<file path="src/rtl/conv3x3_wraparound_filter_top_defines.svh">
// ----------------------------------------------------------------------------
// conv3x3_wraparound_filter_top_defines.svh
// Assertion macros shared by the filter RTL.
// ----------------------------------------------------------------------------
`ifndef CONV3X3_WRAPAROUND_FILTER_TOP_DEFINES_SVH
`define CONV3X3_WRAPAROUND_FILTER_TOP_DEFINES_SVH

// Check that a condition implies another in the same cycle.
`define C3WF_ASSERT_SAME(label, clk, rst_n, ante, cons) \
    label: assert property (@(posedge clk) disable iff (!rst_n) (ante) |-> (cons)) \
        else $error("c3wf same-cycle check failed");

// Check that a condition implies another in the following cycle.
`define C3WF_ASSERT_NEXT(label, clk, rst_n, ante, cons) \
    label: assert property (@(posedge clk) disable iff (!rst_n) (ante) |=> (cons)) \
        else $error("c3wf next-cycle check failed");

`endif

</file>
<file path="src/rtl/c3wf_pkg.sv">
// ----------------------------------------------------------------------------
// c3wf_pkg
// Types, codes and kernel table of the 3x3 wraparound convolution filter.
// ----------------------------------------------------------------------------
package c3wf_pkg;

    localparam int CFG_W      = 8;
    localparam int CFG_IDX_W  = 2;
    localparam int PIXEL_W    = 8;
    localparam int SUM_W      = 13;
    localparam int WEIGHT_W   = 4;
    localparam int SEL_W      = 3;
    localparam int TAP_W      = 4;
    localparam int NUM_TAPS   = 9;
    localparam int NUM_KERNELS = 5;

    localparam logic [TAP_W-1:0] LAST_TAP = TAP_W'(NUM_TAPS - 1);

    // Item kinds
    localparam logic KIND_LOAD  = 1'b0;
    localparam logic KIND_FETCH = 1'b1;

    // Register indexes
    localparam logic [CFG_IDX_W-1:0] REG_FILTER_SELECT = 2'd0;
    localparam logic [CFG_IDX_W-1:0] REG_IMAGE_ROWS    = 2'd1;
    localparam logic [CFG_IDX_W-1:0] REG_IMAGE_COLS    = 2'd2;

    // Neighbor position along one axis
    localparam logic [1:0] POS_PREV = 2'd0;
    localparam logic [1:0] POS_CUR  = 2'd1;
    localparam logic [1:0] POS_NEXT = 2'd2;

    typedef struct packed {
        logic               kind;
        logic [PIXEL_W-1:0] pixel_value;
    } cmd_t;

    typedef struct packed {
        logic signed [SUM_W-1:0] filtered_value;
        logic                    last_pixel;
        logic                    error_flag;
    } result_t;

    // Controller to datapath commands
    typedef struct packed {
        logic             load_we;
        logic             fetch_start;
        logic             issue;
        logic [TAP_W-1:0] tap;
        logic             finish;
        logic             err;
    } ctl_cmd_t;

    // Datapath to controller status
    typedef struct packed {
        logic full;
    } dp_status_t;

    // Kernels: sharpen, blur, edge enhance, edge detect, emboss
    localparam logic signed [WEIGHT_W-1:0] KERNELS [NUM_KERNELS][NUM_TAPS] = '{
        '{ 4'sd0, -4'sd1, 4'sd0, -4'sd1, 4'sd5, -4'sd1, 4'sd0, -4'sd1, 4'sd0 },
        '{ 4'sd1, 4'sd1, 4'sd1, 4'sd1, 4'sd1, 4'sd1, 4'sd1, 4'sd1, 4'sd1 },
        '{ 4'sd0, 4'sd0, 4'sd0, -4'sd1, 4'sd1, 4'sd0, 4'sd0, 4'sd0, 4'sd0 },
        '{ 4'sd0, 4'sd1, 4'sd0, 4'sd1, -4'sd4, 4'sd1, 4'sd0, 4'sd1, 4'sd0 },
        '{ -4'sd2, -4'sd1, 4'sd0, -4'sd1, 4'sd1, 4'sd1, 4'sd0, 4'sd1, 4'sd2 }
    };

    // Weight of one tap; unknown selectors give an all-zero kernel
    function automatic logic signed [WEIGHT_W-1:0] kernel_weight(
        input logic [SEL_W-1:0] sel,
        input logic [TAP_W-1:0] tap
    );
        logic signed [WEIGHT_W-1:0] w;
        w = '0;
        if ((32'(sel) < NUM_KERNELS) && (32'(tap) < NUM_TAPS))
        begin
            w = KERNELS[sel][tap];
        end
        return w;
    endfunction

    // Row position of a tap in the 3x3 window
    function automatic logic [1:0] tap_row(input logic [TAP_W-1:0] tap);
        logic [1:0] pos;
        unique case (tap)
            4'd0, 4'd1, 4'd2: pos = POS_PREV;
            4'd3, 4'd4, 4'd5: pos = POS_CUR;
            default:          pos = POS_NEXT;
        endcase
        return pos;
    endfunction

    // Column position of a tap in the 3x3 window
    function automatic logic [1:0] tap_col(input logic [TAP_W-1:0] tap);
        logic [1:0] pos;
        unique case (tap)
            4'd0, 4'd3, 4'd6: pos = POS_PREV;
            4'd1, 4'd4, 4'd7: pos = POS_CUR;
            default:          pos = POS_NEXT;
        endcase
        return pos;
    endfunction

endpackage

</file>
<file path="src/rtl/c3wf_ctrl.sv">
// ----------------------------------------------------------------------------
// c3wf_ctrl
// Sequencer: accepts items, walks the nine taps of a fetch, flags refusals.
// ----------------------------------------------------------------------------
`include "conv3x3_wraparound_filter_top_defines.svh"

module c3wf_ctrl
    import c3wf_pkg::*;
(
    input  logic       clk,
    input  logic       rst_n,
    input  logic       start,
    input  logic       kind,
    input  dp_status_t status,
    output logic       busy,
    output ctl_cmd_t   ctl
);

    typedef enum logic [2:0] {
        S_IDLE  = 3'b001,
        S_TAP   = 3'b010,
        S_FLUSH = 3'b100
    } state_t;

    state_t           state_reg, state_next;
    logic [TAP_W-1:0] tap_reg, tap_next;

    // Next state and commands
    always_comb
    begin
        state_next = state_reg;
        tap_next   = tap_reg;
        ctl        = '0;
        unique case (state_reg)
            S_IDLE:
            begin
                if (start)
                begin
                    if (kind == KIND_LOAD)
                    begin
                        ctl.load_we = !status.full;
                        ctl.err     = status.full;
                    end
                    else if (status.full)
                    begin
                        ctl.fetch_start = 1'b1;
                        tap_next        = '0;
                        state_next      = S_TAP;
                    end
                    else
                    begin
                        ctl.err = 1'b1;
                    end
                end
            end
            S_TAP:
            begin
                ctl.issue = 1'b1;
                ctl.tap   = tap_reg;
                tap_next  = tap_reg + 1'b1;
                if (tap_reg == LAST_TAP)
                begin
                    state_next = S_FLUSH;
                end
            end
            S_FLUSH:
            begin
                ctl.finish = 1'b1;
                state_next = S_IDLE;
            end
            default:
            begin
                state_next = S_IDLE;
            end
        endcase
    end

    assign busy = (state_reg != S_IDLE);

    // Hold state and tap counter
    always_ff @(posedge clk or negedge rst_n)
    begin
        if (!rst_n)
        begin
            state_reg <= S_IDLE;
            tap_reg   <= '0;
        end
        else
        begin
            state_reg <= state_next;
            tap_reg   <= tap_next;
        end
    end

    `C3WF_ASSERT_NEXT(a_fetch_enters_taps, clk, rst_n,
        start && !busy && kind == KIND_FETCH && status.full, state_reg == S_TAP && tap_reg == '0)
    `C3WF_ASSERT_NEXT(a_last_tap_flushes, clk, rst_n,
        state_reg == S_TAP && tap_reg == LAST_TAP, state_reg == S_FLUSH)

endmodule

</file>
<file path="config.mk">
export PLATFORM = sky130hd
export DESIGN_NAME = c3wf_ctrl
export DESIGN_NICKNAME = d
export VERILOG_FILES = /design/src/rtl/c3wf_pkg.sv /design/src/rtl/c3wf_ctrl.sv
export VERILOG_INCLUDE_DIRS = /design/src /design/src/rtl
export SDC_FILE = /design/constraint.sdc
export NUM_CORES = 1
export LEC_CHECK = 0
export BUFFER_PORTS_ARGS = -buffer_cell sky130_fd_sc_hd__buf_2
export CAP_MARGIN = 15
export CORE_AREA = 2 2 39 41
export CTS_CLUSTER_DIAMETER = 50
export DETAILED_ROUTE_END_ITERATION = 8
export DIE_AREA = 0 0 41 43
export PLACE_DENSITY = 0.56
export REMOVE_ABC_BUFFERS = 1
export SYNTH_ARGS = -nofsm -noshare
export SYNTH_HDL_FRONTEND = slang
export SYNTH_SLANG_ARGS = --single-unit
export TNS_END_PERCENT = 20
</file>
<file path="constraint.sdc">
create_clock -name clk -period 1.85 [get_ports clk]
set_input_delay 0.185 -clock clk [delete_from_list [all_inputs] [get_ports clk]]
set_output_delay 0.185 -clock clk [all_outputs]
set_load 0.02 [all_outputs]
</file>
Word level (Yosys, flattened, before mapping)
Cells that the tools add are included.
{"block": "totals", "regBits": 7, "in_bits": 5, "output_inout_bits": 10, "word_cells": 36}
{"block": "classes", "addsub": 1, "n_eq_ne": 9, "muxes": 20, "n_reduce_logical": 4}
{"operator": "3-bit 2-to-1 mux", "n": 4}
{"operator": "4-bit 2-to-1 mux", "n": 3}
{"operator": "1-bit 2-to-1 mux", "n": 8}
{"operator": "2-bit inequality test, second input constant", "n": 4}
{"operator": "4-bit one-hot mux with 2 select lines", "n": 1}
{"operator": "4-bit AND reduction", "n": 2}
{"operator": "3-bit one-hot mux with 2 select lines", "n": 1}
{"operator": "5-bit 2-to-1 mux", "n": 1}
{"operator": "4-bit by 1-bit adder with 4-bit output, second input constant", "n": 1}
{"operator": "4-bit equality test, second input constant", "n": 1}
{"operator": "2-bit 2-to-1 mux", "n": 2}
{"operator": "3-bit by 1-bit equality test with 1-bit output, second input constant", "n": 1}
{"operator": "3-bit by 2-bit equality test with 1-bit output, second input constant", "n": 1}
{"operator": "3-bit equality test, second input constant", "n": 1}
{"operator": "3-bit by 1-bit inequality test with 1-bit output, second input constant", "n": 1}
{"operator": "2-bit nonzero test", "n": 1}
{"operator": "1-bit zero test", "n": 1}

Depth between registers and ports, before layout
Gate-level depths: netlist (run 1).
{"block": "depth", "ltp_word": 4, "mapped_depth": 5, "mapped_depth_nobuf": 5}

Least setup slack after synthesis (run 1)
OpenSTA, ideal clock, no wires.
{"block": "synth_path", "path_kind": "register -> register", "start": "register state_reg[0]", "end": "register tap_reg[3]", "setup_time_ps": 125, "arrival_time_ps": 1285, "t_required_ps": 1725, "setup_slack_ps": 440, "path_stages_with_launch": 6, "path_buffers": 0, "period_less_slack_ps": 1410, "cell_sequence": "dfstp_2 -> inv_1 -> nor3_1 -> inv_1 -> nor2_4 -> o22ai_1"}
{"block": "synth_via", "elab_chain_len": 3, "elab_cells_between_ends": 8, "classes_between": "5 x eq/ne; 1 x mux; 2 x reduce/logical"}
{"item": "from (decl)", "line_no": "c3wf_ctrl.sv:25", "text": "state_t state_reg, state_next;"}
{"item": "from (signal assigned)", "line_no": "c3wf_ctrl.sv:90", "text": "state_reg <= state_next;"}
{"item": "3-bit by 1-bit equality test with 1-bit output or 3-bit by 2-bit equality test with 1-bit output (tied branches)", "line_no": "c3wf_ctrl.sv:34", "text": "unique case (state_reg)"}
{"item": "2-bit inequality test (no line) or 2-bit nonzero test (tied branches)"}
{"item": "4-bit AND reduction (no line)"}
{"item": "to (signal assigned)", "line_no": "c3wf_ctrl.sv:91", "text": "tap_reg <= tap_next;"}
{"item": "to (decl)", "line_no": "c3wf_ctrl.sv:26", "text": "logic [TAP_W-1:0] tap_reg, tap_next;"}
Parallel ways exist; a longest one is shown, timed or not.
A chain may end at the register's enable or synchronous reset.

==> results.py, run 1 <==
metrics = {
    "logic_synthesis": {
        "ys_types": 28,
        "synth-seq-cells": 7,
        "syn-instance-count": 50,
        "ys_seq_area_share_pct": 37.1,
        "synth_warnings": 0,
        "avgSynthCellArea_um2": 9.51,
        "synth_area_um2": 475,
    },
    "floorplan": {
        "io_pins": 15,
        "start_util_pct": 34.4,
        "core-area_um2": 1380,
        "fp.dieH_um": 43,
        "floorplan.rows": 14,
        "die_area_um2": 1760,
        "die_w_um": 41,
    },
    "worst_setup_path": {
        "crit_path_end_kind": "output pin",
        "startpoint_type": "flop",
        "arrival_ps": 1510,
        "worstPathRequired_ps": 1660,
        "worstSetupPathType": "reg2out",
        "cp_max_fo": 5,
    },
    "clock_tree": {
        "post_cts_buffers": 0,
        "clk_path_buf_depth": 2,
        "cts_tree": "yes",
        "ctsHtreeMaxLevel": 1,
        "cts_sinks": 7,
        "cts-root-buf": "clkbuf_4",
        "cts_buffers": 3,
        "path_clk_slew_ps": 60,
        "clk_latency_ps": 250,
    },
    "timing": {
        "final_max_slew_viol_count": 0,
        "setup_ws_ps": 156,
        "finalHoldViolCount": 0,
        "whs_ps": 290,
        "worst_slew_pin_slew_ps": 264,
        "setup_tns_ps": 0,
        "max_clock_freq_ghz": 0.590,
        "slew_headroom_pct": 82.4,
        "period_share_pct": 91.6,
        "rsz0062_at_grt": "no",
        "skew_ps": 1.40,
        "fin_crit_ps": 1690,
        "finalSetupViolations": 0,
    },
    "min_path": {
        "min_path_type": "in2async",
    },
    "finish": {
        "area_growth_pct": 25.8,
        "nets": 78,
        "final_common_cell": "buf_2",
        "drive_gt1_share_pct": 42.6,
        "largest_reg_flops": 4,
        "final_cell_mix": "14 x buf_2, 6 x inv_1, 6 x dfrtp_1",
        "fin_area_um2": 598,
        "antennaDiodeCount": 0,
    },
    "placement": {
        "place_area_um2": 554,
        "dp.final_hpwl_um": 764,
        "portBuffers": 14,
        "dp_slack_ps": 332,
        "gp_routability_congestion": 0.694,
    },
    "route": {
        "ant_nets": 0,
        "via_per_inst": 4.81,
        "dr.pass1.iters": 4,
        "routedWlPerCell_um": 11.7,
        "route.detailed.drc": 0,
        "drt_iter0_markers": 2,
        "num_vias": 404,
        "wl_um": 984,
    },
    "run_status": {
        "status": "complete, no violations",
    },
    "global_route": {
        "grt-ovfl-total": 0,
        "grt_pass1_vias": 393,
        "grt_max_degree": 8,
        "grt_usage_pct": 14.2,
        "grt_pass1_wl_mm": 1.64,
        "antenna_found_initial": 0,
    },
    "power": {
        "power.leakage_nw": 0.315,
        "power_density_nw_per_um2": 601,
        "power_w": 0.000360,
        "peakVddDrop_mv": 0.288,
    },
    "job": {
        "maxCapViolations": 0,
    },
}
## worst paths after layout
path                       slack, ps            to  depth (start not counted)          from
setup / recovery                 160        ctl[7]                          4  state_reg[0]
hold / removal                   290    tap_reg[2]                          2         rst_n
setup reg to reg                 450    tap_reg[1]                          5  state_reg[0]
hold reg to reg                  550  state_reg[2]                          1    tap_reg[2]
max in group asynchronous       1330  state_reg[0]                          2         rst_n
min in group clk                 370  state_reg[1]                          3         start
## metrics by stage
stage | util [%] | instances
after global placement | 40.1 | 79
after global routing | 43.2 | 84
after floorplan | - | 49
after detailed placement | 40.1 | 79
final | 43.2 | 84
after CTS | 42.7 | 84
## timing repair
item,CTS,global route
resized for setup,0,2
endpoints found under the hold margin,7,0
setup endpoints to repair,0,6
hold buffers,1,0
## cell usage after synthesis
cell      n  area share [%]
dfrtp_1   6              32
inv_1     6             4.7
ha_1      4              11
and3_2    3             4.7
nand2_1   3             2.4
and2_1    2             2.6
nand3_1   2             2.1
nor2_1    2             1.6
nor3_1    2             2.1
o31ai_1   2             3.2
a211oi_1  1             1.6
a311oi_1  1             1.8
a31oi_1   1             1.3
and2b_2   1             1.8
buf_6     1             2.4
clkinv_4  1             1.8
dfstp_2   1             5.5
nor2_2    1             1.3
nor2_4    1             2.4
nor2b_1   1             1.3
nor3_2    1             2.1
nor3b_1   1             1.6
o21ai_1   1             1.1
o21ai_2   1             1.8
o21bai_1  1             1.6
o22ai_1   1             1.3
or3b_1    1             1.8
xor2_1    1             1.8
## worst max-delay path, stage by stage (launching register included)
cell and delay (ps):
dfstp_2 560, inv_1 80, nor3_2 250, and3_2 200
buf_2 160
## area by class of cell
cell class	instances	area (um2)
Multi-Input combinational cell	35	264
Inverter	7	31.3
Clock buffer	4	26.3
Sequential cell	7	176
Timing Repair Buffer	15	80.1
Tap cell	16	20.0
Fill cell	146	786
## logic make-up after synthesis
kind of cell	share of synthesized area (%)
XOR/XNOR	1.84
adder cells (fa/ha/maj)	10.5
AND/OR/NAND/NOR	27.9
flip-flops	37.1
buffers and inverters	8.95
AO/OA/AOI/OAI	13.7
## routing by layer
metal	GRT usage (%)	share of wire, %	vias up
met1	18.0	48	181
met2	20.3	46	13
met3	1.57	4.3	2
li1	-	-	208
met4	12.0	1.4	0
met5	0	0	-
## report_power, final
group	total, W	internal (W)	switching, W	leakage [nW]
clock	0.000146	0.0000827	0.0000629	0.0150
combinational	0.0000512	0.0000201	0.0000311	0.206
sequential	0.000163	0.000158	0.00000494	0.0938
total	0.000360	0.000261	0.0000990	0.315
(Power assumes the default switching activity.)
==> run 2: changes to the inputs <==
--- a/config.mk
+++ b/config.mk
@@ -6,13 +6,14 @@
 export SDC_FILE = /design/constraint.sdc
 export NUM_CORES = 1
 export LEC_CHECK = 0
+export ABC_AREA = 1
 export BUFFER_PORTS_ARGS = -buffer_cell sky130_fd_sc_hd__buf_2
 export CAP_MARGIN = 15
 export CORE_AREA = 2 2 39 41
 export CTS_CLUSTER_DIAMETER = 50
 export DETAILED_ROUTE_END_ITERATION = 8
 export DIE_AREA = 0 0 41 43
-export PLACE_DENSITY = 0.56
+export PLACE_DENSITY = 0.55
 export REMOVE_ABC_BUFFERS = 1
 export SYNTH_ARGS = -nofsm -noshare
 export SYNTH_HDL_FRONTEND = slang
==> run 2 against run 1 <==
Effect of this change:
- core utilization decreased by 0.72 points
- fmax increased by 19%
- sequential share of layout area increased by 0.50 points
- setup slack improved by 270 ps
- flip-flop and latch count unchanged
- first-iteration DRC count increased to 4.0 times the previous value
- synthesized area decreased by 2.9%
- power increased by 110%
- die area unchanged
- cell area decreased by 1.7%
- clock skew decreased by 0.58 ps
==> results.py, run 2 <==
metrics = {
    "run_status": {
        "status": "complete, no violations",
    },
    "global_route": {
        "grt_usage_pct": 13.0,
        "grt_pass1_vias": 378,
        "grt_max_degree": 8,
        "grt_pass1_wl_mm": 1.46,
        "antenna_found_initial": 0,
        "grt-ovfl-total": 0,
    },
    "worst_setup_path": {
        "worstPathRequired_ps": 1660,
        "cp.depth": 3,
        "crit_buf_inv": 1,
        "arrival_ps": 1240,
        "cp_slowest_cell": "dfstp_2",
        "critPathTopFamily": "flip-flops",
        "rrSetupSlack_ps": 720,
        "crit_path_end_kind": "output pin",
        "cp_max_fo": 6,
        "path_cells": "nand3_2, nor2_1, buf_2",
        "worstSetupStartpoint": "state_reg[0]",
        "worstSetupPathType": "reg2out",
        "endpoint": "ctl[8]",
        "reg2reg_to": "tap_reg[3]",
        "slowest_delay_ps": 550,
        "rr_startpoint": "state_reg[0]",
        "startpoint_type": "flop",
        "ff2ff_path_depth": 5,
    },
    "route": {
        "route.detailed.drc": 0,
        "wl_um": 816,
        "met1_length_um": 386,
        "drt_iter0_markers": 8,
        "dr_wl_met2_um": 366,
        "routedWlPerCell_um": 8.50,
        "num_vias": 420,
        "met3_length_um": 55,
        "via_per_inst": 4.38,
        "top_layer_used": "met4",
        "dr.pass1.iters": 4,
        "ant_nets": 0,
    },
    "logic_synthesis": {
        "synth-seq-cells": 7,
        "synth_most_common_cell": "nand2_1",
        "synth_warnings": 0,
        "synth.top_cells.by_area": "dfrtp_1 33%, nand2_1 13%, ha_1 11%",
        "avgSynthCellArea_um2": 7.57,
        "synth_area_um2": 462,
        "yosysTopAreaCell": "dfrtp_1",
        "synth.top_cell.area_share_pct": 32.5,
        "synth-main-ff-cell": "dfrtp_1",
        "syn-instance-count": 61,
        "ys_types": 14,
        "synth_edf_count": 0,
        "ys_seq_area_share_pct": 38.2,
        "async_flop_share_pct": 100,
        "synth_common_cells": "16 x nand2_1, 10 x nor2_1, 6 x dfrtp_1, 6 x inv_1",
    },
    "finish": {
        "nets": 90,
        "stdcell_count": 96,
        "fin_area_um2": 588,
        "largest_reg_flops": 4,
        "final_common_cell": "nand2_1",
        "antennaDiodeCount": 0,
        "final_cell_mix": "16 x nand2_1, 14 x buf_2, 10 x nor2_1",
        "area_growth_pct": 27.4,
        "drive_gt1_share_pct": 37.5,
    },
    "timing": {
        "max_clock_freq_ghz": 0.703,
        "worst_slew_pin_slew_ps": 199,
        "rsz0062_at_grt": "no",
        "setup_ws_ps": 427,
        "skew_ps": 0.823,
        "setup_tns_ps": 0,
        "slew_headroom_pct": 86.7,
        "final_max_slew_viol_count": 0,
        "whs_ps": 294,
        "finalSetupViolations": 0,
        "finalHoldViolCount": 0,
        "fin_crit_ps": 1420,
        "period_share_pct": 76.9,
    },
    "power": {
        "p_int_w": 0.000411,
        "comb_power_share_pct": 47.3,
        "switching_share_pct": 44.6,
        "power_density_nw_per_um2": 1260,
        "peakVddDrop_mv": 0.511,
        "clkPwrFrac_pct": 18.7,
        "power_switching_w": 0.000330,
        "power.leakage_nw": 0.346,
        "power.share.sequential_pct": 34.0,
    },
    "clock_tree": {
        "path_clk_slew_ps": 50,
        "cts_buffers": 3,
        "post_cts_buffers": 0,
        "ctsHtreeMaxLevel": 1,
        "clk_latency_ps": 250,
        "clk_path_buf_depth": 2,
        "cts_tree": "yes",
        "cts_sinks": 7,
        "cts-root-buf": "clkbuf_4",
    },
    "floorplan": {
        "floorplan.rows": 14,
        "io_pins": 15,
        "die_w_um": 41,
        "start_util_pct": 33.4,
        "fp.dieH_um": 43,
        "core-area_um2": 1380,
        "die_area_um2": 1760,
    },
    "placement": {
        "dp.final_hpwl_um": 660,
        "place_area_um2": 552,
        "dpl.cell_count": 91,
        "gp_routability_congestion": 0.702,
        "portBuffers": 14,
        "dp_slack_ps": 687,
    },
    "job": {
        "maxCapViolations": 0,
    },
    "min_path": {
        "min_path_type": "in2async",
    },
}
run 2: worst min path at each step:
stage,start,to,slack [ps],depth (start not counted)
finish,rst_n,tap_reg[3],290,2
global route,rst_n,tap_reg[3],310,2
CTS,rst_n,tap_reg[1],290,2
detailed placement,rst_n,tap_reg[3],30,1
global placement,rst_n,tap_reg[3],30,1
floorplan,rst_n,state_reg[1],-110,0
run 2: area by class of cell:
class                           count  area, um2
Inverter                           11       43.8
Sequential cell                     7        176
Timing Repair Buffer               15       80.1
Fill cell                         146        796
Tap cell                           16       20.0
Clock buffer                        4       26.3
Multi-Input combinational cell     43        241
run 2: what timing repair did:
| item | CTS | global route |
|---|---|---|
| hold buffers | 1 | 0 |
| endpoints found under the hold margin | 7 | 0 |
| gates resized for setup | 0 | 0 |
run 2: stage by stage:
step / utilization (%) / power [W]
finish: 42.5 / 0.000741
floorplan: - / 0.000520
global placement: 39.9 / 0.000609
CTS: 42.5 / 0.000757
global route: 42.5 / 0.000814
detailed placement: 39.9 / 0.000610
run 2: cells by family (layout without fill, tap and decap cells):
logic type / after synthesis / in the layout / share of synthesized area [%]
and+or+nand+nor: 37 / 37 / 37.1
buffers and inverters: 11 / 30 / 9.48
DFF: 7 / 7 / 38.2
adders and majority gates: 4 / 4 / 10.8
AOI/OAI and AO/OA: 1 / 1 / 2.44
xor gates and xnor gates: 1 / 1 / 1.90
run 2: power by group through the flow:
stage	clock network [W]	logic, W	registers, W
detailed placement	0	0.000355	0.000255
global route	0.000153	0.000400	0.000261
finish	0.000138	0.000351	0.000252
global placement	0	0.000355	0.000254
CTS	0.000146	0.000358	0.000253
floorplan	0	0.000274	0.000246
run 2: metal layers:
metal  GRT usage (%)  vias to the layer above
li1                -                      225
met1            17.3                      181
met2            17.2                       12
met3            3.14                        2
met4            10.0                        0
met5               0                        -
==> run 3: changes to the inputs <==
==> constraint.sdc (replaced) <==
create_clock -name clk -period 1.5 [get_ports clk]
set_input_delay 0.15 -clock clk [delete_from_list [all_inputs] [get_ports clk]]
set_output_delay 0.15 -clock clk [all_outputs]
set_load 0.02 [all_outputs]
==> run 3 against run 2 <==
Effect of this change:
- hold slack lost 33 ps
- combinational power grew 24%
- first-iteration DRC count shrank 50%
- critical path depth grew 1
- non-clock buffer count is the same
- sequential share of layout area is the same
- cell count is the same
- clock skew grew 1.3 ps
- global-route usage grew 0.55 points
- register-to-register slack lost 340 ps
- setup slack lost 320 ps
- cell area is the same
==> results.py, run 3 (same netlist as run 2, synthesis figures left out) <==
metrics = {
    "clock_tree": {
        "cts_sinks": 7,
        "cts_hold_repair.buffers": 1,
        "cts-root-buf": "clkbuf_4",
        "postCtsResizedCells": 0,
        "ctsHtreeMaxLevel": 1,
        "cts_buffers": 3,
        "post_cts_buffers": 0,
        "clk_latency_ps": 250,
        "cts_tree": "yes",
        "clk_path_buf_depth": 2,
        "path_clk_slew_ps": 50,
    },
    "timing": {
        "skew_ps": 2.08,
        "slew_headroom_pct": 86.5,
        "rsz0062_at_grt": "no",
        "max_clock_freq_ghz": 0.720,
        "finalSetupViolations": 0,
        "period_share_pct": 92.5,
        "fin_crit_ps": 1390,
        "final_max_slew_viol_count": 0,
        "finalHoldViolCount": 0,
        "setup_tns_ps": 0,
        "worst_slew_pin_slew_ps": 202,
    },
    "floorplan": {
        "floorplan.rows": 14,
        "die_area_um2": 1760,
        "die_w_um": 41,
        "core-area_um2": 1380,
        "io_pins": 15,
        "fp.dieH_um": 43,
        "start_util_pct": 33.4,
    },
    "route": {
        "dr.pass1.iters": 3,
        "ant_nets": 0,
        "routedWlPerCell_um": 9.25,
        "num_vias": 438,
        "wl_um": 888,
        "drt_iter0_markers": 4,
        "route.detailed.drc": 0,
        "via_per_inst": 4.56,
    },
    "finish": {
        "stdcell_count": 96,
        "utilization_pct": 42.5,
        "nets": 90,
        "seq_area_um2": 176,
        "final_cell_mix": "16 x nand2_1, 14 x buf_2, 10 x nor2_1",
        "largest_reg_flops": 4,
        "area_growth_pct": 27.4,
        "final_common_cell": "nand2_1",
        "antennaDiodeCount": 0,
        "fillers": 166,
        "multi_input_area_um2": 241,
        "drive_gt1_share_pct": 37.5,
    },
    "worst_setup_path": {
        "worstPathRequired_ps": 1350,
        "cp_slowest_cell": "dfstp_2",
        "worstSetupPathType": "reg2out",
        "worstSetupStartpoint": "state_reg[0]",
        "cp_max_fo": 7,
        "startpoint_type": "flop",
        "crit_path_end_kind": "output pin",
        "slowest_delay_ps": 550,
        "path_cells": "inv_2, nand3_2, inv_4, buf_2",
        "rr_startpoint": "state_reg[0]",
        "arrival_ps": 1240,
    },
    "global_route": {
        "grt_max_degree": 8,
        "grt_pass1_wl_mm": 1.62,
        "grt-ovfl-total": 0,
        "grt_usage_pct": 13.5,
        "antenna_found_initial": 0,
        "grt_pass1_vias": 408,
    },
    "min_path": {
        "min_path_type": "in2async",
    },
    "run_status": {
        "status": "complete, no violations",
    },
    "power": {
        "power.leakage_nw": 0.346,
        "peakVddDrop_mv": 0.596,
        "power_density_nw_per_um2": 1560,
    },
    "job": {
        "maxCapViolations": 0,
    },
    "placement": {
        "dpl.cell_count": 91,
        "portBuffers": 14,
        "gp_routability_congestion": 0.696,
        "dp.final_hpwl_um": 729,
    },
}
## run 3: cell counts in the layout (fill, tap and decap cells not counted)
No cell type changed its count.
## run 3: metrics by stage
| step | cell area [um2] | total power [W] | hold WS, ps | worst slack [ps] |
|---|---|---|---|---|
| after floorplan | 462 | 0.000641 | -146 | 261 |
| after global placement | 552 | 0.000749 | -4.54 | 371 |
| after detailed placement | 552 | 0.000757 | -1.87 | 370 |
| after CTS | 588 | 0.000937 | 261 | 93.3 |
| after global routing | 588 | 0.000998 | 287 | 22.2 |
| final | 588 | 0.000916 | 261 | 112 |
## run 3: power breakdown
group	switching, W	total (W)	internal, W
clock	0.0000705	0.000172	0.000102
combinational	0.000284	0.000434	0.000150
sequential	0.0000549	0.000310	0.000255
total	0.000410	0.000916	0.000506
## run 3: cell type report
type	count	share of cell area (%)
clock buffer	4	4.47
inverter	11	7.45
multi-input combinational	43	41.1
sequential	7	30.0
tap	16	3.40
timing repair buffer	15	13.6
## run 3: worst paths after layout
| path | depth (start not counted) | end | slack, ps |
|---|---|---|---|
| max | 4 | ctl[6] | 110 |
| min | 2 | tap_reg[1] | 260 |
| max in group asynchronous | 2 | state_reg[0] | 1010 |
| max reg2reg | 5 | tap_reg[1] | 380 |
| min reg2reg | 2 | tap_reg[3] | 520 |
| min in group clk | 4 | state_reg[0] | 270 |
## run 3: per-layer routing
metal / routed length [um] / share of wire (%) / global-route usage (%)
met1: 376 / 42 / 16.7
met4: 21 / 2.4 / 6.00
met5: 0 / 0 / 0
met2: 425 / 48 / 20.0
met3: 64 / 7.2 / 5.24
## run 3: worst max-delay path, delay by kind of cell, from the launching register on
family,cells,cell delay [ps]
AND/OR/NAND/NOR,1,150
buffers and inverters,3,280
flip-flops,1,550
